`src/rtl/lst_pkg.sv`:
```
// lst_pkg: shared widths and constants for the lap sector split timer
// used by the channel interfaces and the top level; no dependencies
`default_nettype none

package lst_pkg;

  localparam int NumSectorsDefault = 3;

  localparam int LapW = 32;
  localparam int MsW = 32;
  localparam int DurW = 31;
  localparam int PosW = 23;
  localparam int SecNumW = 2;

  // lap position scales in Q7.16
  localparam int ProdW = 27;
  localparam logic [ProdW-1:0] OneQ16 = 27'd65536;
  localparam logic [ProdW-1:0] PercentQ16 = 27'd6553600;

  localparam logic signed [LapW-1:0] NoLap = -32'sd1;

endpackage

`default_nettype wire

```
`src/rtl/lst_frame_if.sv`:
```
// lst_frame_if: valid/ready channel carrying one telemetry frame word
// depends on lst_pkg for field widths
`default_nettype none

interface lst_frame_if;
  logic valid;
  logic ready;
  logic new_session;
  logic signed [lst_pkg::LapW-1:0] lap_no;
  logic signed [lst_pkg::MsW-1:0] lap_elapsed_ms;
  logic signed [lst_pkg::MsW-1:0] last_lap_ms;
  logic position_present;
  logic [lst_pkg::PosW-1:0] track_pos;

  modport source (
    output valid, new_session, lap_no, lap_elapsed_ms, last_lap_ms,
           position_present, track_pos,
    input  ready
  );

  modport sink (
    input  valid, new_session, lap_no, lap_elapsed_ms, last_lap_ms,
           position_present, track_pos,
    output ready
  );
endinterface

`default_nettype wire

```
`src/rtl/lst_result_if.sv`:
```
// lst_result_if: valid/ready channel carrying one sector timing result word
// depends on lst_pkg for field widths
`default_nettype none

interface lst_result_if;
  logic valid;
  logic ready;
  logic final_sector_valid;
  logic [lst_pkg::DurW-1:0] final_sector_ms;
  logic signed [lst_pkg::MsW-1:0] final_sector_delta_ms;
  logic split_sector_valid;
  logic [lst_pkg::SecNumW-1:0] split_sector_number;
  logic [lst_pkg::DurW-1:0] split_sector_ms;
  logic signed [lst_pkg::MsW-1:0] split_sector_delta_ms;
  logic best_lap_valid;
  logic [lst_pkg::DurW-1:0] fastest_lap_ms;

  modport source (
    output valid, final_sector_valid, final_sector_ms, final_sector_delta_ms,
           split_sector_valid, split_sector_number, split_sector_ms,
           split_sector_delta_ms, best_lap_valid, fastest_lap_ms,
    input  ready
  );

  modport sink (
    input  valid, final_sector_valid, final_sector_ms, final_sector_delta_ms,
           split_sector_valid, split_sector_number, split_sector_ms,
           split_sector_delta_ms, best_lap_valid, fastest_lap_ms,
    output ready
  );
endinterface

`default_nettype wire

```
`src/rtl/lap_sector_split_timer.sv`:
```
// lap_sector_split_timer: an accepted frame goes into the input register, then one pass of
// compare/subtract logic writes its timing word into the result register
// throughput one frame per cycle; a held frame waits only while the result is not taken
// rst (synchronous, active high) clears pipeline valids, tracked lap to -1,
// split count, sector bests and best lap; split times are not cleared
// depends on lst_pkg, lst_frame_if, lst_result_if
`default_nettype none

module lap_sector_split_timer #(
  parameter int NUM_SECTORS = lst_pkg::NumSectorsDefault
) (
  input  wire logic    clk,
  input  wire logic    rst,
  lst_frame_if.sink    in,
  lst_result_if.source out
);

  localparam int CntW = $clog2(NUM_SECTORS);
  localparam int SplitDepth = NUM_SECTORS - 1;
  localparam int SplitW = (SplitDepth > 1) ? $clog2(SplitDepth) : 1;
  localparam int LastSplit = NUM_SECTORS - 2;
  localparam int LastSector = NUM_SECTORS - 1;
  localparam int DurW = lst_pkg::DurW;
  localparam int ProdW = lst_pkg::ProdW;

  typedef struct packed {
    logic new_session;
    logic signed [lst_pkg::LapW-1:0] lap_no;
    logic signed [lst_pkg::MsW-1:0] lap_elapsed_ms;
    logic signed [lst_pkg::MsW-1:0] last_lap_ms;
    logic position_present;
    logic [lst_pkg::PosW-1:0] track_pos;
  } frame_t;

  // input stage
  logic   s1_valid;
  frame_t s1;

  // block state
  logic signed [lst_pkg::LapW-1:0] tracked_lap;
  logic [CntW-1:0] split_count;
  logic [DurW-1:0] split_times [SplitDepth];
  logic [DurW-1:0] best_sector [NUM_SECTORS];
  logic [DurW-1:0] best_lap;

  logic out_free;
  logic fire;

  assign out_free = !out.valid || out.ready;
  assign fire = s1_valid && out_free;
  assign in.ready = !s1_valid || out_free;

  // combinational pass
  logic signed [lst_pkg::LapW-1:0] eff_tracked;
  logic [CntW-1:0] eff_count;
  logic [DurW-1:0] eff_best_sector [NUM_SECTORS];
  logic [DurW-1:0] eff_best_lap;
  logic lap_change;
  logic done_pos;
  logic close_lap;
  logic [32:0] fin_dur;
  logic fin_rec;
  logic [DurW-1:0] fin_best;
  logic [lst_pkg::MsW-1:0] fin_delta;
  logic [DurW-1:0] best_lap_next;
  logic [CntW-1:0] count2;
  logic [CntW+1:0] k;
  logic [ProdW-1:0] scale;
  logic [ProdW-1:0] lhs;
  logic [ProdW-1:0] rhs;
  logic [DurW-1:0] prev;
  logic [32:0] spl_dur;
  logic spl_rec;
  logic [DurW-1:0] spl_best;
  logic [lst_pkg::MsW-1:0] spl_delta;
  logic [DurW-1:0] best_sector_next [NUM_SECTORS];
  logic [CntW-1:0] split_count_next;

  always_comb begin
    eff_tracked = s1.new_session ? lst_pkg::NoLap : tracked_lap;
    eff_count = s1.new_session ? '0 : split_count;
    eff_best_lap = s1.new_session ? '0 : best_lap;
    for (int i = 0; i < NUM_SECTORS; i++) begin
      eff_best_sector[i] = s1.new_session ? '0 : best_sector[i];
    end

    lap_change = s1.lap_no != eff_tracked;
    done_pos = !s1.last_lap_ms[31] && (s1.last_lap_ms != '0);
    close_lap = lap_change && !eff_tracked[31] && done_pos;

    // last sector closes only when every split of the lap was taken
    fin_dur = {s1.last_lap_ms[31], s1.last_lap_ms}
            - {2'b00, split_times[LastSplit]};
    fin_best = eff_best_sector[LastSector];
    fin_rec = close_lap && (eff_count == CntW'(LastSector))
            && !fin_dur[32] && (fin_dur != '0);
    fin_delta = (fin_best == '0) ? '0 : ({1'b0, fin_dur[DurW-1:0]} - {1'b0, fin_best});

    if (eff_best_lap == '0 || s1.last_lap_ms[DurW-1:0] < eff_best_lap) begin
      best_lap_next = s1.last_lap_ms[DurW-1:0];
    end else begin
      best_lap_next = eff_best_lap;
    end

    count2 = lap_change ? '0 : eff_count;
    k = (CntW+2)'(count2) + (CntW+2)'(1);
    scale = (ProdW'(s1.track_pos) > lst_pkg::OneQ16) ? lst_pkg::PercentQ16 : lst_pkg::OneQ16;
    lhs = ProdW'(s1.track_pos) * ProdW'(NUM_SECTORS);
    rhs = ProdW'(k) * scale;
    prev = (count2 != '0) ? split_times[SplitW'(count2 - CntW'(1))] : '0;
    spl_dur = {s1.lap_elapsed_ms[31], s1.lap_elapsed_ms} - {2'b00, prev};
    spl_best = eff_best_sector[count2];
    spl_rec = s1.position_present && (count2 < CntW'(LastSector)) && (lhs >= rhs)
            && !spl_dur[32] && (spl_dur != '0);
    spl_delta = (spl_best == '0) ? '0 : ({1'b0, spl_dur[DurW-1:0]} - {1'b0, spl_best});

    // split and final sector never touch the same best entry
    for (int i = 0; i < NUM_SECTORS; i++) begin
      best_sector_next[i] = eff_best_sector[i];
    end
    if (fin_rec && (fin_best == '0 || fin_dur[DurW-1:0] < fin_best)) begin
      best_sector_next[LastSector] = fin_dur[DurW-1:0];
    end
    if (spl_rec && (spl_best == '0 || spl_dur[DurW-1:0] < spl_best)) begin
      best_sector_next[count2] = spl_dur[DurW-1:0];
    end

    split_count_next = spl_rec ? CntW'(k) : count2;
  end

  // input register
  always_ff @(posedge clk) begin
    if (rst) begin
      s1_valid <= 1'b0;
    end else if (in.ready) begin
      s1_valid <= in.valid;
    end
    if (in.valid && in.ready) begin
      s1.new_session <= in.new_session;
      s1.lap_no <= in.lap_no;
      s1.lap_elapsed_ms <= in.lap_elapsed_ms;
      s1.last_lap_ms <= in.last_lap_ms;
      s1.position_present <= in.position_present;
      s1.track_pos <= in.track_pos;
    end
  end

  // state update
  always_ff @(posedge clk) begin
    if (rst) begin
      tracked_lap <= lst_pkg::NoLap;
      split_count <= '0;
      best_lap <= '0;
      for (int i = 0; i < NUM_SECTORS; i++) begin
        best_sector[i] <= '0;
      end
    end else if (fire) begin
      tracked_lap <= s1.lap_no;
      split_count <= split_count_next;
      best_lap <= close_lap ? best_lap_next : eff_best_lap;
      for (int i = 0; i < NUM_SECTORS; i++) begin
        best_sector[i] <= best_sector_next[i];
      end
    end
    if (fire && spl_rec) begin
      split_times[SplitW'(count2)] <= s1.lap_elapsed_ms[DurW-1:0];
    end
  end

  // result register
  always_ff @(posedge clk) begin
    if (rst) begin
      out.valid <= 1'b0;
    end else if (out_free) begin
      out.valid <= s1_valid;
    end
    if (fire) begin
      out.final_sector_valid <= fin_rec;
      out.final_sector_ms <= fin_rec ? fin_dur[DurW-1:0] : '0;
      out.final_sector_delta_ms <= fin_rec ? fin_delta : '0;
      out.split_sector_valid <= spl_rec;
      out.split_sector_number <= spl_rec ? k[1:0] : '0;
      out.split_sector_ms <= spl_rec ? spl_dur[DurW-1:0] : '0;
      out.split_sector_delta_ms <= spl_rec ? spl_delta : '0;
      out.best_lap_valid <= close_lap;
      out.fastest_lap_ms <= close_lap ? best_lap_next : '0;
    end
  end

`ifndef SYNTHESIS
  a_count_range: assert property (@(posedge clk) disable iff (rst)
    split_count <= CntW'(LastSector))
    else $error("split count beyond last split");

  a_final_implies_lap: assert property (@(posedge clk) disable iff (rst)
    out.valid && out.final_sector_valid |-> out.best_lap_valid)
    else $error("final sector without lap close");

  a_split_nonzero: assert property (@(posedge clk) disable iff (rst)
    out.valid && out.split_sector_valid |->
      (out.split_sector_ms != '0) && (out.split_sector_number != '0))
    else $error("split recorded with zero time or number");

  a_best_lap_nonzero: assert property (@(posedge clk) disable iff (rst)
    out.valid && out.best_lap_valid |-> out.fastest_lap_ms != '0)
    else $error("best lap reported as zero");

  a_split_advances: assert property (@(posedge clk) disable iff (rst)
    fire && spl_rec |=> split_count == $past(CntW'(k)))
    else $error("split count did not advance");
`endif

endmodule

`default_nettype wire

```
`src/flat_wrapper.sv`:
```
// flat-port wrapper written by rule: the top's interface ports become plain ports
module lap_sector_split_timer_flat 
#(
  parameter int NUM_SECTORS = lst_pkg::NumSectorsDefault
)
  (clk, rst, in_valid, in_new_session, in_lap_no, in_lap_elapsed_ms, in_last_lap_ms, in_position_present, in_track_pos, in_ready, out_valid, out_final_sector_valid, out_final_sector_ms, out_final_sector_delta_ms, out_split_sector_valid, out_split_sector_number, out_split_sector_ms, out_split_sector_delta_ms, out_best_lap_valid, out_fastest_lap_ms, out_ready);
  lst_frame_if in_i ();
  lst_result_if out_i ();
  input  wire logic clk;
  input  wire logic rst;
  input wire logic [$bits(in_i.valid)-1:0] in_valid;
  input wire logic [$bits(in_i.new_session)-1:0] in_new_session;
  input wire logic [$bits(in_i.lap_no)-1:0] in_lap_no;
  input wire logic [$bits(in_i.lap_elapsed_ms)-1:0] in_lap_elapsed_ms;
  input wire logic [$bits(in_i.last_lap_ms)-1:0] in_last_lap_ms;
  input wire logic [$bits(in_i.position_present)-1:0] in_position_present;
  input wire logic [$bits(in_i.track_pos)-1:0] in_track_pos;
  output wire logic [$bits(in_i.ready)-1:0] in_ready;
  output wire logic [$bits(out_i.valid)-1:0] out_valid;
  output wire logic [$bits(out_i.final_sector_valid)-1:0] out_final_sector_valid;
  output wire logic [$bits(out_i.final_sector_ms)-1:0] out_final_sector_ms;
  output wire logic [$bits(out_i.final_sector_delta_ms)-1:0] out_final_sector_delta_ms;
  output wire logic [$bits(out_i.split_sector_valid)-1:0] out_split_sector_valid;
  output wire logic [$bits(out_i.split_sector_number)-1:0] out_split_sector_number;
  output wire logic [$bits(out_i.split_sector_ms)-1:0] out_split_sector_ms;
  output wire logic [$bits(out_i.split_sector_delta_ms)-1:0] out_split_sector_delta_ms;
  output wire logic [$bits(out_i.best_lap_valid)-1:0] out_best_lap_valid;
  output wire logic [$bits(out_i.fastest_lap_ms)-1:0] out_fastest_lap_ms;
  input wire logic [$bits(out_i.ready)-1:0] out_ready;
  assign in_i.valid = in_valid;
  assign in_i.new_session = in_new_session;
  assign in_i.lap_no = in_lap_no;
  assign in_i.lap_elapsed_ms = in_lap_elapsed_ms;
  assign in_i.last_lap_ms = in_last_lap_ms;
  assign in_i.position_present = in_position_present;
  assign in_i.track_pos = in_track_pos;
  assign in_ready = in_i.ready;
  assign out_valid = out_i.valid;
  assign out_final_sector_valid = out_i.final_sector_valid;
  assign out_final_sector_ms = out_i.final_sector_ms;
  assign out_final_sector_delta_ms = out_i.final_sector_delta_ms;
  assign out_split_sector_valid = out_i.split_sector_valid;
  assign out_split_sector_number = out_i.split_sector_number;
  assign out_split_sector_ms = out_i.split_sector_ms;
  assign out_split_sector_delta_ms = out_i.split_sector_delta_ms;
  assign out_best_lap_valid = out_i.best_lap_valid;
  assign out_fastest_lap_ms = out_i.fastest_lap_ms;
  assign out_i.ready = out_ready;
  lap_sector_split_timer #(.NUM_SECTORS(NUM_SECTORS)) u_core (.clk(clk), .rst(rst), .in(in_i), .out(out_i));
endmodule
```
`config.mk`:
```
export PLATFORM = sky130hd
export DESIGN_NAME = lap_sector_split_timer_flat
export DESIGN_NICKNAME = d
export VERILOG_FILES = /design/src/rtl/lst_pkg.sv /design/src/rtl/lst_frame_if.sv /design/src/rtl/lst_result_if.sv /design/src/rtl/lap_sector_split_timer.sv /design/src/flat_wrapper.sv
export SDC_FILE = /design/constraint.sdc
export NUM_CORES = 1
export LEC_CHECK = 0
export BUFFER_PORTS_ARGS = -buffer_cell sky130_fd_sc_hd__buf_2
export CAP_MARGIN = 0
export CORE_MARGIN = 1
export CORE_UTILIZATION = 53
export DETAILED_ROUTE_END_ITERATION = 12
export PLACE_DENSITY_LB_ADDON = 0.1
export SKIP_LAST_GASP = 1
export SYNTH_ARGS = -nofsm -noshare
export SYNTH_HDL_FRONTEND = slang
export SYNTH_SLANG_ARGS = --single-unit
```
`constraint.sdc`:
```
create_clock -name clk -period 25.1 [get_ports clk]
set_input_delay 5.02 -clock clk [delete_from_list [all_inputs] [get_ports clk]]
set_output_delay 5.02 -clock clk [all_outputs]
set_load 0.02 [all_outputs]
```
=== Yosys cells after proc, flatten, opt, wreduce, memory -nomap -nowiden ===
Memories as Yosys holds them, arrays and structs flattened.
Index checks and enable logic that the tools add are counted.

* Reductions and logical operators: 36
* Magnitude comparators: 8
* $mul: 2
* Bitwise logic cells: 6
* $add $sub $neg: 6
* Multiplexer cells: 30
* Eq/ne operators: 2

{| class="wikitable"
|+ Operators with widths
! kind !! count
|-
| 31-bit 2-to-1 mux || 14
|-
| 93-bit bitwise mux || 1
|-
| 31-bit logical NOT || 3
|-
| 31-bit less-than comparator || 3
|-
| 93-bit 2-to-1 mux || 1
|-
| 33-bit nonzero test || 2
|-
| 32-bit by 32-bit subtractor with 33-bit output || 2
|-
| 31-bit by 31-bit subtractor with 32-bit output || 2
|-
| 31-bit binary-select mux with 2-bit select || 1
|-
| 31-bit demux with 2-bit select || 1
|-
| 32-bit 2-to-1 mux || 1
|-
| 32-bit != test || 1
|-
| 32-bit nonzero test || 1
|-
| 25-bit by 27-bit greater-or-equal comparator with 1-bit output || 1
|-
| 4-bit by 27-bit multiplier with 27-bit output || 1
|-
| 23-bit by 2-bit multiplier with 25-bit output, second input constant || 1
|-
| 23-bit by 17-bit > comparator with 1-bit output, second input constant || 1
|-
| 23-bit 2-to-1 mux || 1
|-
| 1-bit logical AND || 16
|-
| 1-bit 2-to-1 mux || 7
|-
| 1-bit logical NOT || 6
|-
| 2-bit 2-to-1 mux || 3
|-
| 1-bit logical OR || 5
|-
| 2-bit OR reduction || 2
|-
| other kinds (10) || 13
|}

* Word-level logic and storage cells: 112
* Memories kept: 2
* Bits in registers: 350
* Bits in writable memories: 155

{| class="wikitable"
|+ Memories
! name !! words !! bits a word !! read ports !! clocked after Yosys merged registers in !! write ports !! RTL line !! source
|-
| u_core.best_sector || 3 || 31 || 3 || 0 || 3 || lap_sector_split_timer.sv:43 || <nowiki>logic [DurW-1:0] best_sector [NUM_SECTORS];</nowiki>
|-
| u_core.split_times || 2 || 31 || 2 || 0 || 1 || lap_sector_split_timer.sv:42 || <nowiki>logic [DurW-1:0] split_times [SplitDepth];</nowiki>
|}

=== Logic depth before layout (Yosys ltp) ===
An unclocked memory read counts as a cell.

* Word-level depth: 13
* Depth in mapped cells: 42
* Depth with buffers taken out: 32

=== Worst setup path before layout ===
No wires, ideal clock.

* Path type: input to register
* Start point: input port out_ready
* End point: register u_core.out.best_lap_valid, enable pin
* Setup time: 0.589 ns
* Stages on the path: 4
* Arrival time: 9.943 ns
* Setup slack: 14.568 ns
* Data required time: 24.511 ns
* Path through: nor2b_1 > nand2b_1 > inv_2 > buf_1

* Cells in the longest elaborated chain, start to end: 2

{| class="wikitable"
|+ RTL lines
! item !! RTL line !! source
|-
| start, declared || flat_wrapper.sv:29 || <nowiki>input wire logic [$bits(out_i.ready)-1:0] out_ready;</nowiki>
|-
| 1-bit logical OR || lap_sector_split_timer.sv:49 || <nowiki>assign out_free = !out.valid || out.ready;</nowiki>
|-
| 1-bit logical AND || lap_sector_split_timer.sv:50 || <nowiki>assign fire = s1_valid && out_free;</nowiki>
|-
| named net u_core.fire || lap_sector_split_timer.sv:47 || <nowiki>logic fire;</nowiki>
|-
| end signal, assigned || lap_sector_split_timer.sv:185 || <nowiki>out.best_lap_valid <= close_lap;</nowiki>
|-
| end, declared || lst_result_if.sv:21 || <nowiki>split_sector_delta_ms, best_lap_valid, fastest_lap_ms,</nowiki>
|}

The timed path passes the listed nets, and every way through them passes these cells.
A chain may end at the register's enable or synchronous reset.

=== Worst setup path in the final report ===
* Start point: input port out_ready
* End point: output port in_ready

* Cells in the longest elaborated chain, start to end: 2

{| class="wikitable"
|+ RTL lines
! item !! RTL line !! source
|-
| 1-bit logical OR || lap_sector_split_timer.sv:49 ||
|-
| 1-bit logical OR || lap_sector_split_timer.sv:51 || <nowiki>assign in.ready = !s1_valid || out_free;</nowiki>
|-
| end, declared || flat_wrapper.sv:18 || <nowiki>output wire logic [$bits(in_i.ready)-1:0] in_ready;</nowiki>
|}

Every way passes these cells.

==> out/results.txt <==
syn nets: 3295
ANT nets after route: 0
cts hold-fix bufs: 0
Worst R2R End: u_core.best_sector[0][27]
Worst Setup EP: in_ready
CTS Buf Count: 54
initial core utilization: 0.5379
power density of the placed cells: 64.37 mW/mm2
Setup crit end kind: primary output
status: finished, final reports clean
worst hold slack: 0.4905 ns
Syn. warnings: 0
Post-route DRC: 0
DR vias: 24680
area leader, netlist: edfxtp_1
syn avg cell area: 10.29 um2
HP Class: flip-flop to flip-flop
Post-DP HPWL: 67320 um
wire length of the first global-routing pass: 136700 um
Worst R2R Start: u_core.s1[120]
relative slew slack: 0.1707
DRT Wirelength: 91640 um
die width: 241.5 um
Crit Path Category: input port to primary output
Setup Buffers After CTS: 0
1st-iter DRT viols: 2254
Leak Pwr: 13.98 nW
DR pass1 iterations: 6
crit-path cells: buf_2 > nor2b_1 > nand2_1 > buf_2
Netlist Area Pre-Place: 0.03039 mm2
Final Cycle Share: 0.4228
reg2reg setup slack: 14.98 ns
CP startpoint: out_ready
Post-synth EDFFs: 438
Final #Nets: 3567
clk_lat worst skew: 0.63 ns
Crit path depth: 4
Port Buf Inserts: 288
Worst Path Arrival: 5.59 ns
Buf/Inv on CP: 2
Synth top area share: 0.4328
gr usage total: 0.3088
initial antenna violation count: 4
Design Area, Final: 0.03453 mm2
synth cell count leaders: edfxtp_1 (438), nand2_1 (397), ha_1 (213)
largest net degree at the start of global routing: 72
CTS root buf: clkbuf_16
CTS Buffer Depth: 3
num rows: 87
critical path data required time: 20.08 ns
vias in the first global route: 23520
I/O pins: 289
kind of cell adding the most delay to the critical path: simple AND/OR/NAND/NOR gates
Max-Cap Viols: 0
count leader, synth: edfxtp_1
total power: 2.222 mW
Startpoint Class: input port
asr flop ratio synth: 0
Placeable Area: 0.05650 mm2
RSZ-0062 raised after global routing: false
total gr overflow: 0
f_max: 94.24 MHz
Worst Hold Launch: u_core.tracked_lap[12]
CTS tree: built
final hold vios: 0
clock transition at the registers of the reported paths: 0.06 ns
placer congestion estimate: 0.9607
clock sink count: 505
CTS H-tree depth: 2
Area Overhead vs Synth: 13.62%
largest cells by area after synthesis: edfxtp_1 (43%), ha_1 (8.8%), nand2_1 (4.9%)
register bit total from synthesis: 505
proportion of layout cells with a drive suffix above 1: 0.1542
R2R depth: 36
die height: 241.5 um
Post-DP Area: 0.03265 mm2
CP max stage delay: 0.21 ns
Setup violations, final: 0
most frequent CP cell: buf_2
post_cts resized: 0
count of different cell masters after synthesis: 92
Max VDD drop: 0.00006930 V
via-per-instance ratio: 6.129
Critical-path top delay cell: nor2b_1
Tmin final: 10.61 ns
crit path max fanout: 4
wire per inst: 22.76 um
DIE AREA: 0.05830 mm2
worst-margin pin slew: 1.241 ns
Max Slew Vio Count: 0
Primary FF master, synth: edfxtp_1
setup_tns: 0 ns
clock skew: 0.01844 ns
Post-Syn Instances: 2952
sequential-to-total area share from yosys stat: 0.4769
-- layer usage --
metal	vias up	wire length (um)	share of wire	global-route usage
li1	11520	-	-	-
met1	11930	39090	0.43	0.4159
met2	1004	42570	0.46	0.4997
met3	217	6482	0.071	0.04957
met4	0	3504	0.038	0.1191
met5	-	0	0	0
-- report_power, final --
part           internal (mW)  leakage [nW]  switching [mW]
clock                  0.501         0.916           0.351
combinational          0.142          8.26           0.248
sequential             0.954          4.80          0.0273
total                   1.60          14.0           0.626
-- metrics by stage --
step | std cells | setup WS (ns) | util
final | 4026 | 14.49 | 0.6111
after global routing | 4026 | 14.44 | 0.6111
after CTS | 4024 | 14.48 | 0.6111
after detailed placement | 3924 | 14.49 | 0.5779
after global placement | 3924 | 14.51 | 0.5779
after floorplan | 2952 | 14.57 | -
-- cell usage in the layout, fill, tap and decap left out, drive strengths merged, types with 15 or more instances in the layout --
cell | synthesis | layout
xor2 | 60 | 60
a211oi | 46 | 46
nand3 | 41 | 41
and3 | 20 | 20
nor3 | 52 | 52
o21bai | 18 | 18
and2 | 56 | 56
nand4 | 32 | 32
a31oi | 16 | 16
a311oi | 15 | 15
a2bb2oi | 25 | 25
nor2b | 37 | 37
o22ai | 24 | 24
o21ai | 95 | 95
dfxtp | 67 | 67
edfxtp | 438 | 438
nand2b | 28 | 28
nor4 | 57 | 57
o21a | 47 | 47
o31ai | 20 | 20
clkbuf | 72 | 61
xnor2 | 52 | 52
ha | 213 | 213
a32o | 33 | 33
nand2 | 398 | 398
mux2i | 66 | 66
a21o | 95 | 95
buf | 52 | 340
or2 | 35 | 35
or3 | 25 | 25
a21oi | 180 | 180
nand3b | 36 | 36
inv | 161 | 165
clkinv | 0 | 23
nor2 | 169 | 169
-- area by class of cell --
class / instances / area, um2
sequential: 505 / 14490
antenna: 2 / 5.005
clock buffer: 61 / 1378
timing repair buffer: 340 / 1832
tap: 756 / 945.9
inverter: 161 / 611.8
clock inverter: 39 / 495.5
fill: 4769 / 21970
multi-input combinational: 2162 / 14770
-- kinds of logic after synthesis --
logic type / synth area share
AOI/OAI and AO/OA: 0.1684
adders and majority gates: 0.09132
buffers and inverters: 0.03957
muxes: 0.02322
xor gates and xnor gates: 0.03228
and+or+nand+nor: 0.1683
DFF: 0.4769
-- worst min-delay path by stage --
stage	to	slack [ns]	cells past startpoint
after floorplan	u_core.split_times[0][0]	0.45	0
after global placement	u_core.tracked_lap[15]	0.47	2
after detailed placement	u_core.split_times[0][14]	0.47	0
after CTS	u_core.tracked_lap[12]	0.49	2
after global routing	u_core.tracked_lap[21]	0.51	2
final	u_core.tracked_lap[12]	0.49	2
-- sequential cells by signal, summed over array words and instances (netlist names), 32 cells and up --
| name | count |
|---|---|
| u_core.tracked_lap | 32 |
| u_core.best_sector | 93 |
| u_core.out.final_sector_delta_ms | 32 |
| u_core.out.split_sector_delta_ms | 32 |
| u_core.s1 | 121 |
| u_core.split_times | 62 |
-- worst register-to-register path, delay by kind of cell, from the launching register on --
family | cells | cell delay (ns)
buffers and inverters | 6 | 1.44
xor gates and xnor gates | 1 | 0.14
and+or+nand+nor | 9 | 2.66
muxes | 1 | 0.31
AOI/OAI and AO/OA | 15 | 3.61
DFF | 1 | 0.35
adders and majority gates | 4 | 1.34
(Power assumes the default switching activity.)
